--- src/hw/rtl/gpt_ram.sv ---
`timescale 1ns / 1ps
module gpt_ram #(
   parameter int unsigned Width = 8,
   parameter int unsigned Depth = 16
) (
   input  logic                     clock,
   input  logic                     wr_en,
   input  logic [$clog2(Depth)-1:0] wr_addr,
   input  logic [Width-1:0]         wr_data,
   input  logic [$clog2(Depth)-1:0] rd_addr,
   output logic [Width-1:0]         rd_data
);

   logic [Width-1:0] mem [Depth];
   logic [Width-1:0] rd_data_ff;

   always_ff @(posedge clock) begin
      if (wr_en) begin
         mem[wr_addr] <= wr_data;
      end
      rd_data_ff <= mem[rd_addr];
   end

   assign rd_data = rd_data_ff;

endmodule

--- config.mk ---
export PLATFORM = sky130hd
export DESIGN_NAME = gpt_ram
export DESIGN_NICKNAME = d
export VERILOG_FILES = /design/src/hw/rtl/gpt_ram.sv
export SDC_FILE = /design/constraint.sdc
export NUM_CORES = 1
export LEC_CHECK = 0
export BUFFER_PORTS_ARGS = -buffer_cell sky130_fd_sc_hd__buf_4
export CAP_MARGIN = 20
export CORE_MARGIN = 2
export CORE_UTILIZATION = 51
export DETAILED_ROUTE_END_ITERATION = 7
export GPL_ROUTABILITY_DRIVEN = 0
export PLACE_DENSITY = 0.73
export SETUP_SLACK_MARGIN = 0.15
export SLEW_MARGIN = 20
export SYNTH_ARGS = -nofsm -noshare
export SYNTH_HDL_FRONTEND = slang
export SYNTH_SLANG_ARGS = --single-unit
--- constraint.sdc ---
create_clock -name clock -period 2.58 [get_ports clock]
set_input_delay 0.129 -clock clock [delete_from_list [all_inputs] [get_ports clock]]
set_output_delay 0.129 -clock clock [all_outputs]
set_load 0.1 [all_outputs]
==> results of run 1 <==
==> cell families (layout without fill, tap and decap cells) <==
| group | Yosys count | in the layout | share of synthesized area (%) |
|---|---|---|---|
| compound gates | 16 | 16 | 2.334 |
| simple gates | 35 | 35 | 3.184 |
| mux | 32 | 32 | 15.02 |
| buf+inv | 10 | 80 | 1.677 |
| flops | 136 | 136 | 77.78 |
==> final cells by class <==
| type | instances | area [sq um] |
|---|---|---|
| Clock inverter | 13 | 100.1 |
| Multi-Input combinational cell | 83 | 1057 |
| Fill cell | 672 | 3640 |
| Timing Repair Buffer | 48 | 385.4 |
| Tap cell | 133 | 166.4 |
| Sequential cell | 136 | 4004 |
| Clock buffer | 19 | 421.7 |
==> per-layer routing <==
layer  vias to the layer above  part of all wire [%]
met5                         -                     0
li1                       1087                     -
met3                         8                   6.8
met4                         0                   1.3
met2                        91                    50
met1                      1288                    42
==> stage by stage <==
stage	utilization [%]	hold slack, ns
after floorplan	-	0.2279
after global placement	56.40	0.4365
after detailed placement	56.40	0.4475
after CTS	62.76	0.1426
after global routing	62.76	0.1515
final	62.76	0.1543
==> layout by cell type (no fill, tap or decap) <==
| cell type | count |
|---|---|
| sky130_fd_sc_hd__edfxtp_1 | 128 |
| sky130_fd_sc_hd__buf_4 | 38 |
| sky130_fd_sc_hd__mux4_2 | 18 |
| sky130_fd_sc_hd__a22oi_1 | 16 |
| sky130_fd_sc_hd__clkbuf_16 | 16 |
| sky130_fd_sc_hd__mux4_1 | 14 |
| sky130_fd_sc_hd__nor2_1 | 13 |
| sky130_fd_sc_hd__dlygate4sd3_1 | 10 |
| sky130_fd_sc_hd__nand2_1 | 9 |
| sky130_fd_sc_hd__dfxtp_1 | 8 |
| sky130_fd_sc_hd__clkinvlp_4 | 7 |
| sky130_fd_sc_hd__nor3_1 | 4 |
| sky130_fd_sc_hd__inv_6 | 3 |
| sky130_fd_sc_hd__nand3b_1 | 2 |
| sky130_fd_sc_hd__nand2b_1 | 2 |
| sky130_fd_sc_hd__clkbuf_1 | 2 |
| sky130_fd_sc_hd__clkinv_4 | 2 |
| sky130_fd_sc_hd__nor2b_1 | 1 |
| sky130_fd_sc_hd__and2_1 | 1 |
| sky130_fd_sc_hd__and2b_1 | 1 |
| sky130_fd_sc_hd__nand3_1 | 1 |
| sky130_fd_sc_hd__or3b_2 | 1 |
| sky130_fd_sc_hd__clkbuf_8 | 1 |
| sky130_fd_sc_hd__clkinv_1 | 1 |
==> worst max-delay path, cell delays in order <==
cell and delay (ns):
sky130_fd_sc_hd__dlygate4sd3_1 0.54, sky130_fd_sc_hd__buf_4 0.16, sky130_fd_sc_hd__nand2b_1 0.19, sky130_fd_sc_hd__nor2_1 0.65
==> sequential cells by signal, indices dropped and copies added (netlist names) <==
name and flops:
rd_data 8, mem 128
==> report_power, final <==
part           total, mW  switching (mW)  internal [mW]
combinational      0.354           0.237          0.117
sequential          2.48          0.0142           2.47
clock               2.09           0.907           1.19
==> how the worst max path moves through the flow <==
stage / to / cells after the start
floorplan: mem[0][0] / 2
finish: mem[2][6] / 4
global placement: mem[2][3] / 3
CTS: mem[2][1] / 4
detailed placement: rd_data[5] / 4
global route: mem[2][1] / 4
==> run summary, run 1 <==
The run finished with clean final reports. The post-detailed-route via-to-cell ratio is 5.727. The worst setup path is captured at a flop. The most critical setup path has its startpoint at wr_addr[0].

By area the synthesized netlist is led by sky130_fd_sc_hd__edfxtp_1 (75%), sky130_fd_sc_hd__mux4_2 (7.9%), sky130_fd_sc_hd__mux4_1 (7.1%). The post-synthesis async set-or-reset flop share is 0%. The number of hold-slack violations in the final timing report is 0. The total placed instance area is 5513 sq um. The cell count after placement is 390. By count the netlist is led by sky130_fd_sc_hd__edfxtp_1 (128), sky130_fd_sc_hd__mux4_2 (18), sky130_fd_sc_hd__a22oi_1 (16).

In the post-synthesis netlist, the cell with the most instances is sky130_fd_sc_hd__edfxtp_1. The global routing met1 resource utilization is 26.79%. The worst-case hold path end point is mem[0][3].

The net count of the finished layout came out at 304. The top cell type's share of synthesized area is 74.67%. For the pin with the worst max-slew slack, the measured transition is 0.8376 ns. The global-route met3 utilization came out at 4.825%. In this run, distinct cell masters in the synthesized netlist total 19. The pre-CTS worst setup slack came out at 0.7094 ns. The remaining routing DRC violations is 0. The number of buffers inserted during clock tree synthesis is 17. The die area came out at 10910 sq um. The setup TNS after final layout is 0 ns. The maximum number of pins on one net before global-route repair came out at 33. The first global-routing pass estimated 15.32 mm of wire. Counting along the longest clock path gives a buffer depth of 2. The port buffer count came out at 25. The detail-routed net length per standard cell came out at 23.10 microns. For flop-to-flop paths, the worst setup slack is 1.17 ns. The type of the setup path with the least slack is in2reg. Compared with the post-synthesis result, the final layout area differs by 19.18%.

The worst register-to-register path begins at mem[1][1]. The total count of max-transition violations in the final report came out at 0. The post-synthesis instance total came out at 229.

Measured in cells, the most critical reg-to-reg path has a length of 3. Synthesis inferred 136 register bits. Once detailed placement completed, the half-perimeter wirelength came to 6.102 mm. In this run, the number of DRC markers left after iteration 0 of detailed routing was 171.

The average cell area after synthesis came out at 22.48 sq um. The placeable core region came out at 9774 sq um. The count of boundary I/O pins is 26.

The share of final-layout standard cells stronger than drive strength 1 came out at 28.76%. The tree is rooted in a sky130_fd_sc_hd__clkbuf_8. The cell taking the most area after synthesis is sky130_fd_sc_hd__edfxtp_1. At the later pin of the worst-skew pair, clock insertion delay measures 0.51 ns. The detailed-route via count came out at 2474. The count of inserted antenna diode cells is 0. The routing usage on met2 is 30.91%.

Summing all non-filler instances in the final layout gives an area of 6135 sq um. The count of H-tree levels built during CTS is 4. After global routing, the most crowded layer is met2.

The min-delay analysis places its worst path in the category in2reg. In the finished design, the share of the clock period the worst path needs comes to 59.39%. TritonCTS built the clock tree. Data on the critical path is required at its endpoint by 2.71 ns. The worst max-slew margin expressed relative to the limit is 43.95%. The final critical-path required period is 1.532 ns. The critical-path maximum fanout came out at 8. The CTS sink count came out at 136. In this run the power density over the cells is 803.6 nW/um^2. The max-capacitance violation count came out at 0. The net count of the mapped netlist is 247. For this run, the detailed router's first-pass iteration total came to 4. The number of routed nets with antenna violations is 0. Static timing analysis puts the maximum clock frequency at 652.6 MHz. The cell area that synthesis handed to floorplanning was 5147 sq um.

The effective utilization at floorplan came out at 52.66%. Yosys printed 0 warnings. The final standard cell count with taps included and fillers excluded came out at 432.

The number of enable flip-flop cells after synthesis is 128. The horizontal die dimension is 104.5 microns. The number of antenna violations at the first check in global routing is 0. The capture instance of the worst register-to-register path is rd_data[1]. The setup-violating endpoint count in the final report came out at 0. The count of cells along the worst hold path is 3. The floorplan row count is 36. Buffers added to address setup during post-CTS repair amount to 0. The overall routed net length came out at 9.979 mm. The worst path meets setup with 1.048 ns of slack. The startpoint of the lowest-slack hold path is wr_addr[1]. The sequential share of the synthesized area came out at 77.78%. The worst setup path is launched from an input pin. The post-cts sizing count came out at 0. The die span in y came out at 104.5 microns. Global routing used 19.73% of the available tracks across all layers. The post-route total power is 4.930 mW. Clock-pin slew was measured on the worst setup and hold paths at 0.06 ns. The leakage power summed over all cells is 2.060 nW. The final worst clock skew is 0.008865 ns. The most used flip-flop cell after synthesis is sky130_fd_sc_hd__edfxtp_1. The maximum vdd ir drop is 462.7 uV. Buffers inserted to repair hold after CTS numbered 10. Setup repair after global routing left no endpoint under its margin.

The global-route congestion overflow total is 0. The worst endpoint data arrival time is 1.67 ns. The via count of the first global-routing pass is 2697.
(Power assumes the default switching activity.)
==> run 2, diff against run 1 <==
--- a/config.mk
+++ b/config.mk
@@ -11,7 +11,7 @@
 export CORE_UTILIZATION = 51
 export DETAILED_ROUTE_END_ITERATION = 7
 export GPL_ROUTABILITY_DRIVEN = 0
-export PLACE_DENSITY = 0.73
+export PLACE_DENSITY = 0.76
 export SETUP_SLACK_MARGIN = 0.15
 export SLEW_MARGIN = 20
 export SYNTH_ARGS = -nofsm -noshare
==> constraint.sdc (replaced) <==
create_clock -name clock -period 1.3 [get_ports clock]
set_input_delay 0.065 -clock clock [delete_from_list [all_inputs] [get_ports clock]]
set_output_delay 0.065 -clock clock [all_outputs]
set_load 0.1 [all_outputs]
==> run summary, run 2 (synthesized netlist as in run 1, its figures left out) <==
The post-route total power is 10.61 mW. The area of the multi-input gates came out at 1094 sq um. TritonCTS built the clock tree.

The final standard cell count with taps included and fillers excluded is 444. The port buffer count came out at 25. Leaving out fill and tap cells, the most frequent cell in the layout is sky130_fd_sc_hd__edfxtp_1. The floorplan row count is 36. The number of hold-slack violations in the final timing report is 0. The sequential cells in the finished layout cover a total of 4010 sq um. The path class of the tightest hold or removal check is in2reg. The top achievable clock speed came out at 763.4 MHz. Counting every sink on the clock net gives 136. The via count of the first global-routing pass came out at 2657. The placeable core region is 9774 sq um. The remaining routing DRC violations is 0.

The critical path starts at mem[2][7]. Wires add up to 10.14 mm. The insertion delay of the later-clocked pin in the worst-skew pair is 0.50 ns.

The effective utilization at floorplan is 52.66%. In this run, placement finished with an instance count of 404. The estimated wirelength of the detail-placed design is 6.299 mm. The setup slack of the critical path after layout came out at -0.009991 ns. The final cell utilization of the core is 66.23%. The finished cells cover 6474 sq um.

The die area came out at 10910 sq um. The leakage power summed over all cells is 2.191 nW. The number of buffers on the longest clock path came out at 2. After detailed placement, the total cell area comes to 5692 sq um. The post-detailed-route via-to-cell ratio is 5.610. In this run the horizontal extent of the chip is 104.5 microns. In this run, CTS created clock tree buffers numbering 17. The worst setup path is captured at a flop.

The cell sitting at the root of the clock tree is a sky130_fd_sc_hd__clkbuf_8. Setup repair after global routing could not meet its margin everywhere. The number of antenna violations at the first check in global routing is 0.

CTS built an H-tree with a depth of 4. The element type at the critical path start is a flop. Global routing finished with a remaining overflow of 0. The maximum number of pins on one net before global-route repair is 17. The register with the most flip-flops in the layout has 128 of them. The overall global routing resource usage came out at 19.86%.

The worst setup path is of the reg2reg kind. The flow ran to the end, but the final reports show violations. The post-CTS clock slew at the launch and capture registers of the worst setup and hold paths is 0.06 ns. The worst max-slew margin expressed relative to the limit came out at 34.50%. After layout, the minimum clock period comes to 1.310 ns. The detailed router placed 2491 vias in this run. The first global-routing pass estimated 15.47 mm of wire. The detail-routed net length per standard cell came out at 22.83 microns. The die is 104.5 microns tall. The final layout contains 316 nets.

The detail route stage leaves a number of antenna-violating nets equal to 0. Pin placement for this block handled 26 I/O pins. The count of inserted antenna diode cells came out at 0. The worst register-to-register path begins at mem[2][7]. The critical-path maximum fanout is 1. The final worst clock skew is 0.01027 ns. In this run the most critical hold path is launched from wr_addr[1].

The maximum vdd ir drop is 843.7 uV. The checks that failed: negative setup slack. Setup violations remaining at the end of the flow were counted as 2. The first-pass detailed-route iteration total is 4. The post-route netlist has 43.73% of its cells at a drive strength greater than 1. The pre-CTS worst setup slack came out at -0.1071 ns. The worst path uses 100.8% of the clock period. Counting the fill cells in the layout gives 620. For the pin with the worst max-slew slack, the measured transition is 0.9789 ns.

The total count of max-transition violations in the final report was 0. The power density over the cells is 1638 nW/um^2. Leaving out fill and tap cells, the most frequent cells in the layout are sky130_fd_sc_hd__edfxtp_1 (128), sky130_fd_sc_hd__buf_4 (41), sky130_fd_sc_hd__mux4_2 (30), sky130_fd_sc_hd__clkbuf_16 (16).

More flip-flops sit in one register than any other, and that register is mem. Relative to the synthesized area, the layout overhead comes to 25.77%. The worst endpoint data arrival time is 1.69 ns. The tool flagged a number of max-cap violations equal to 0. The critical path required time is 1.68 ns. The starting DRC count in detailed routing is 258.
[run 2: changes by cell type in the layout (fill, tap and decap cells not counted), sizes merged, moves of 3 or more]
cell / delta
clkinvlp: -6
buf: +14
bufinv: +3
inv: +3
[run 2: routing by layer]
layer / GRT usage, % / vias up / routed length (microns)
met5: 0 / - / 0
met4: 5.502 / 0 / 61
met3: 5.576 / 4 / 515
met2: 32.73 / 76 / 5337
met1: 26.22 / 1304 / 4223
li1: - / 1107 / -
[run 2: area by class of cell]
cell class                 instances  share of cell area (%)
clock inverter                    15                   2.938
clock buffer                      17                   6.397
tap                              133                   2.571
sequential                       136                   61.94
timing repair buffer              60                   9.258
multi-input combinational         83                   16.89
[run 2: final timing paths]
check        slack [ns]  cells after the start         end
min reg2reg        0.67                      3  rd_data[5]
max               -0.01                      3  rd_data[7]
max reg2reg       -0.01                      3  rd_data[7]
min                0.07                      3   mem[0][5]
[run 2: worst max-delay path: stages (launching register included)]
cell and delay (ns):
sky130_fd_sc_hd__edfxtp_1 0.39, sky130_fd_sc_hd__mux4_2 0.49, sky130_fd_sc_hd__a22oi_2 0.23, sky130_fd_sc_hd__nand2_1 0.09
[run 2: power breakdown]
group          total, mW  switching, mW  internal, mW
Sequential          4.95         0.0438          4.91
Clock               4.82           1.85          2.97
Combinational      0.837          0.495         0.342
[run 2: stage by stage]
stage / TNS [ns] / hold WS (ns)
after CTS: -0.01765 / 0.04429
after detailed placement: -0.5885 / 0.3800
after floorplan: 0 / 0.1639
after global routing: -0.1262 / 0.05217
after global placement: -0.4017 / 0.3633
final: -0.01516 / 0.06936
[run 2: repair_timing]
| action | in CTS | in global routing |
|---|---|---|
| setup endpoints to repair | 16 | 14 |
| hold buffers | 8 | 0 |
| hold endpoints to repair | 128 | 0 |
| pin swaps | 7 | 7 |
| setup buffers | 0 | 0 |
| gates resized for setup | 23 | 25 |
==> run 3, diff against run 2 <==
==> constraint.sdc (replaced) <==
create_clock -name clock -period 1.2 [get_ports clock]
set_input_delay 0.06 -clock clock [delete_from_list [all_inputs] [get_ports clock]]
set_output_delay 0.06 -clock clock [all_outputs]
set_load 0.1 [all_outputs]
==> run summary, run 3 (synthesized netlist as in run 1, its figures left out) <==
The final standard cell count with taps included and fillers excluded is 447. The H-tree generated during clock tree synthesis spans 4 levels. The max-capacitance violation count is 0.

Dividing the detail-routed wire length by the instance count gives 24.34 microns. The global-route congestion overflow total came out at 0. STA classifies the critical path startpoint as a flop. In this run the clock root is driven by a sky130_fd_sc_hd__clkbuf_8. The via count of the first global-routing pass is 2696. In the final routing, the length of wire on met1 measures 4.393 mm.

In the layout the commonest cells are sky130_fd_sc_hd__edfxtp_1 (128), sky130_fd_sc_hd__buf_4 (40), sky130_fd_sc_hd__mux4_2 (32), sky130_fd_sc_hd__clkbuf_16 (16), sky130_fd_sc_hd__buf_12 (15). The top achievable clock speed came out at 764.8 MHz. The class of the worst hold path is in2reg. Setup violations remaining at the end of the flow were counted as 8. The first global-routing pass estimated 16.81 mm of wire. The die area is 10910 sq um. Signal routing reaches up to met4.

Setup repair after global routing could not meet its margin everywhere. Port buffering added 25 buffers. The final reports fail on negative setup slack. The number of routed nets with antenna violations came out at 0. The type of the setup path with the least slack is reg2reg. The largest single stage delay on the critical path is 0.48 ns. The detailed router finished its first iteration with 237 violations.

Including well taps, the total number of placed cells is 407. The placeable core region came out at 9774 sq um. The overall global routing resource usage is 21.87%. The floorplan row count is 36. In this run the tightest slew margin relative to its limit is 50.69%. The TritonCTS clock tree is yes.

The final cycle utilization of the critical path is 109.0%. The run finished, with violations left. The die is 104.5 microns wide. The die span in y came out at 104.5 microns.

The register with the most flip-flops in the layout has 128 of them. For this run, the detailed router's first-pass iteration total came to 5. The pre-CTS worst setup slack came out at -0.2408 ns. After detailed routing, the number of remaining DRC violations is 0.

The maximum number of pins on one net before global-route repair is 20. The insertion delay of the later-clocked pin in the worst-skew pair is 0.52 ns. Cells with a size suffix above 1 make up 43.95% of the layout.

The number of buffers on the longest clock path came out at 2. Across the routed clock network, the largest skew measured is 0.01235 ns. The final cell utilization of the core came out at 67.11%. The total count of max-transition violations in the final report came out at 0. The number of buffers inserted during clock tree synthesis is 17. mem holds more flip-flops than any other register. Detailed placement ended at an HPWL of 6.431 mm. The count of filler cells inserted in the layout is 633. The wire length on met2 came out at 5.585 mm. Compared with the post-synthesis result, the final layout area differs by 27.44%. The post-CTS clock slew at the launch and capture registers of the worst setup and hold paths is 0.06 ns.

For the worst setup path, the data required time is 1.60 ns. The count of inserted antenna diode cells came out at 0. The setup slack of the critical path after layout came out at -0.1075 ns. The count of boundary I/O pins is 26.

Summed over all cells, the static leakage comes to 2.218 nW. The post-detailed-route via-to-cell ratio came out at 5.761. The signal on the critical path passes through mux4_2, a22oi_1, nand2_1. The library cell used most frequently in the layout, excluding fill and tap cells, is sky130_fd_sc_hd__edfxtp_1. The worst setup path is captured at a flop. The power density over the cells is 1779 nW/um^2. The worst-margin pin slew came out at 0.7382 ns. The detailed-route via count is 2575. The number of antenna violations at the first check in global routing came to 0. The overall routed net length came out at 10.88 mm. The routed length on met3 is 648 microns. The critical-path cell with the highest stage delay is sky130_fd_sc_hd__mux4_2. Of all nets on the critical path, the largest fanout is 1.

Once the floorplan was initialized, standard cells occupied 52.66% of the core. The number of hold-slack violations in the final timing report came out at 0. IR analysis of the VDD net gives a maximum drop of 1467 uV. The CTS sink count is 136. At the end of the flow, the number of nets in the layout was 319. In this run the post-CTS setup repair buffer count came out at 0. The worst endpoint data arrival time came out at 1.70 ns.

The final critical-path required period is 1.307 ns.
run 3: changes by cell type in the layout (fill, tap and decap cells not counted), moves of 2 or more:
cell / before / now
sky130_fd_sc_hd__inv_6: 6 / 2
sky130_fd_sc_hd__nor2_2: 3 / 0
sky130_fd_sc_hd__mux4_1: 2 / 0
sky130_fd_sc_hd__nor2_4: 0 / 3
sky130_fd_sc_hd__mux4_2: 30 / 32
sky130_fd_sc_hd__buf_12: 10 / 15
sky130_fd_sc_hd__a22oi_1: 7 / 11
sky130_fd_sc_hd__a22oi_2: 9 / 5
sky130_fd_sc_hd__dfxtp_1: 3 / 1
run 3: metrics by stage:
stage	cell area [sq um]	total power, mW	setup TNS, ns	hold slack (ns)
3_5_place_dp	5727	6.275	-4.488	0.3769
3_3_place_gp	5727	6.250	-3.515	0.3702
6_report	6560	11.67	-0.6286	0.04443
5_1_grt	6560	11.98	-1.090	0.03940
2_1_floorplan	5180	5.968	0	0.1589
4_1_cts	6545	11.72	-0.7910	0.03237
run 3: path summary, 6_finish.rpt:
path / slack, ns / from / cells past startpoint / to
worst max register to register: -0.11 / mem[8][6] / 3 / rd_data[6]
worst min register to register: 0.68 / mem[14][0] / 3 / rd_data[0]
worst min-delay path: 0.04 / wr_addr[1] / 3 / mem[0][1]
worst max-delay path: -0.11 / mem[8][6] / 3 / rd_data[6]
run 3: layout make-up:
class	instances	area (sq um)	share of cell area, %
clock buffer	18	417.9	6.370
clock inverter	14	198.9	3.033
multi-input combinational	83	1081	16.48
sequential	136	4015	61.21
tap	133	166.4	2.537
timing repair buffer	63	680.7	10.38
run 3: critical path, delay by kind of cell, from the launching register on:
kind	cells	cell delay (ns)
mux	1	0.48
compound gates	1	0.25
simple gates	1	0.07
flops	1	0.38
run 3: report_power, final:
part / switching [mW] / internal [mW] / total, mW / leakage [nW]
registers: 0.0543 / 5.32 / 5.37 / 1.22
logic: 0.549 / 0.399 / 0.948 / 0.694
clock network: 1.96 / 3.39 / 5.35 / 0.300
total: 2.56 / 9.11 / 11.7 / 2.22
run 3: what timing repair did:
item / CTS / global route
endpoints found under the hold margin: 128 / 0
endpoints found under the setup margin: 16 / 16
gates resized for setup: 34 / 3
hold buffers: 8 / 0
pin swaps: 0 / 0
gates cloned: 0 / 0
run 3: layer usage:
metal  vias up  track usage, %
met5         -               0
met4         0           8.205
met3        19           5.263
met2       109           35.01
met1      1336           29.45
li1       1111               -
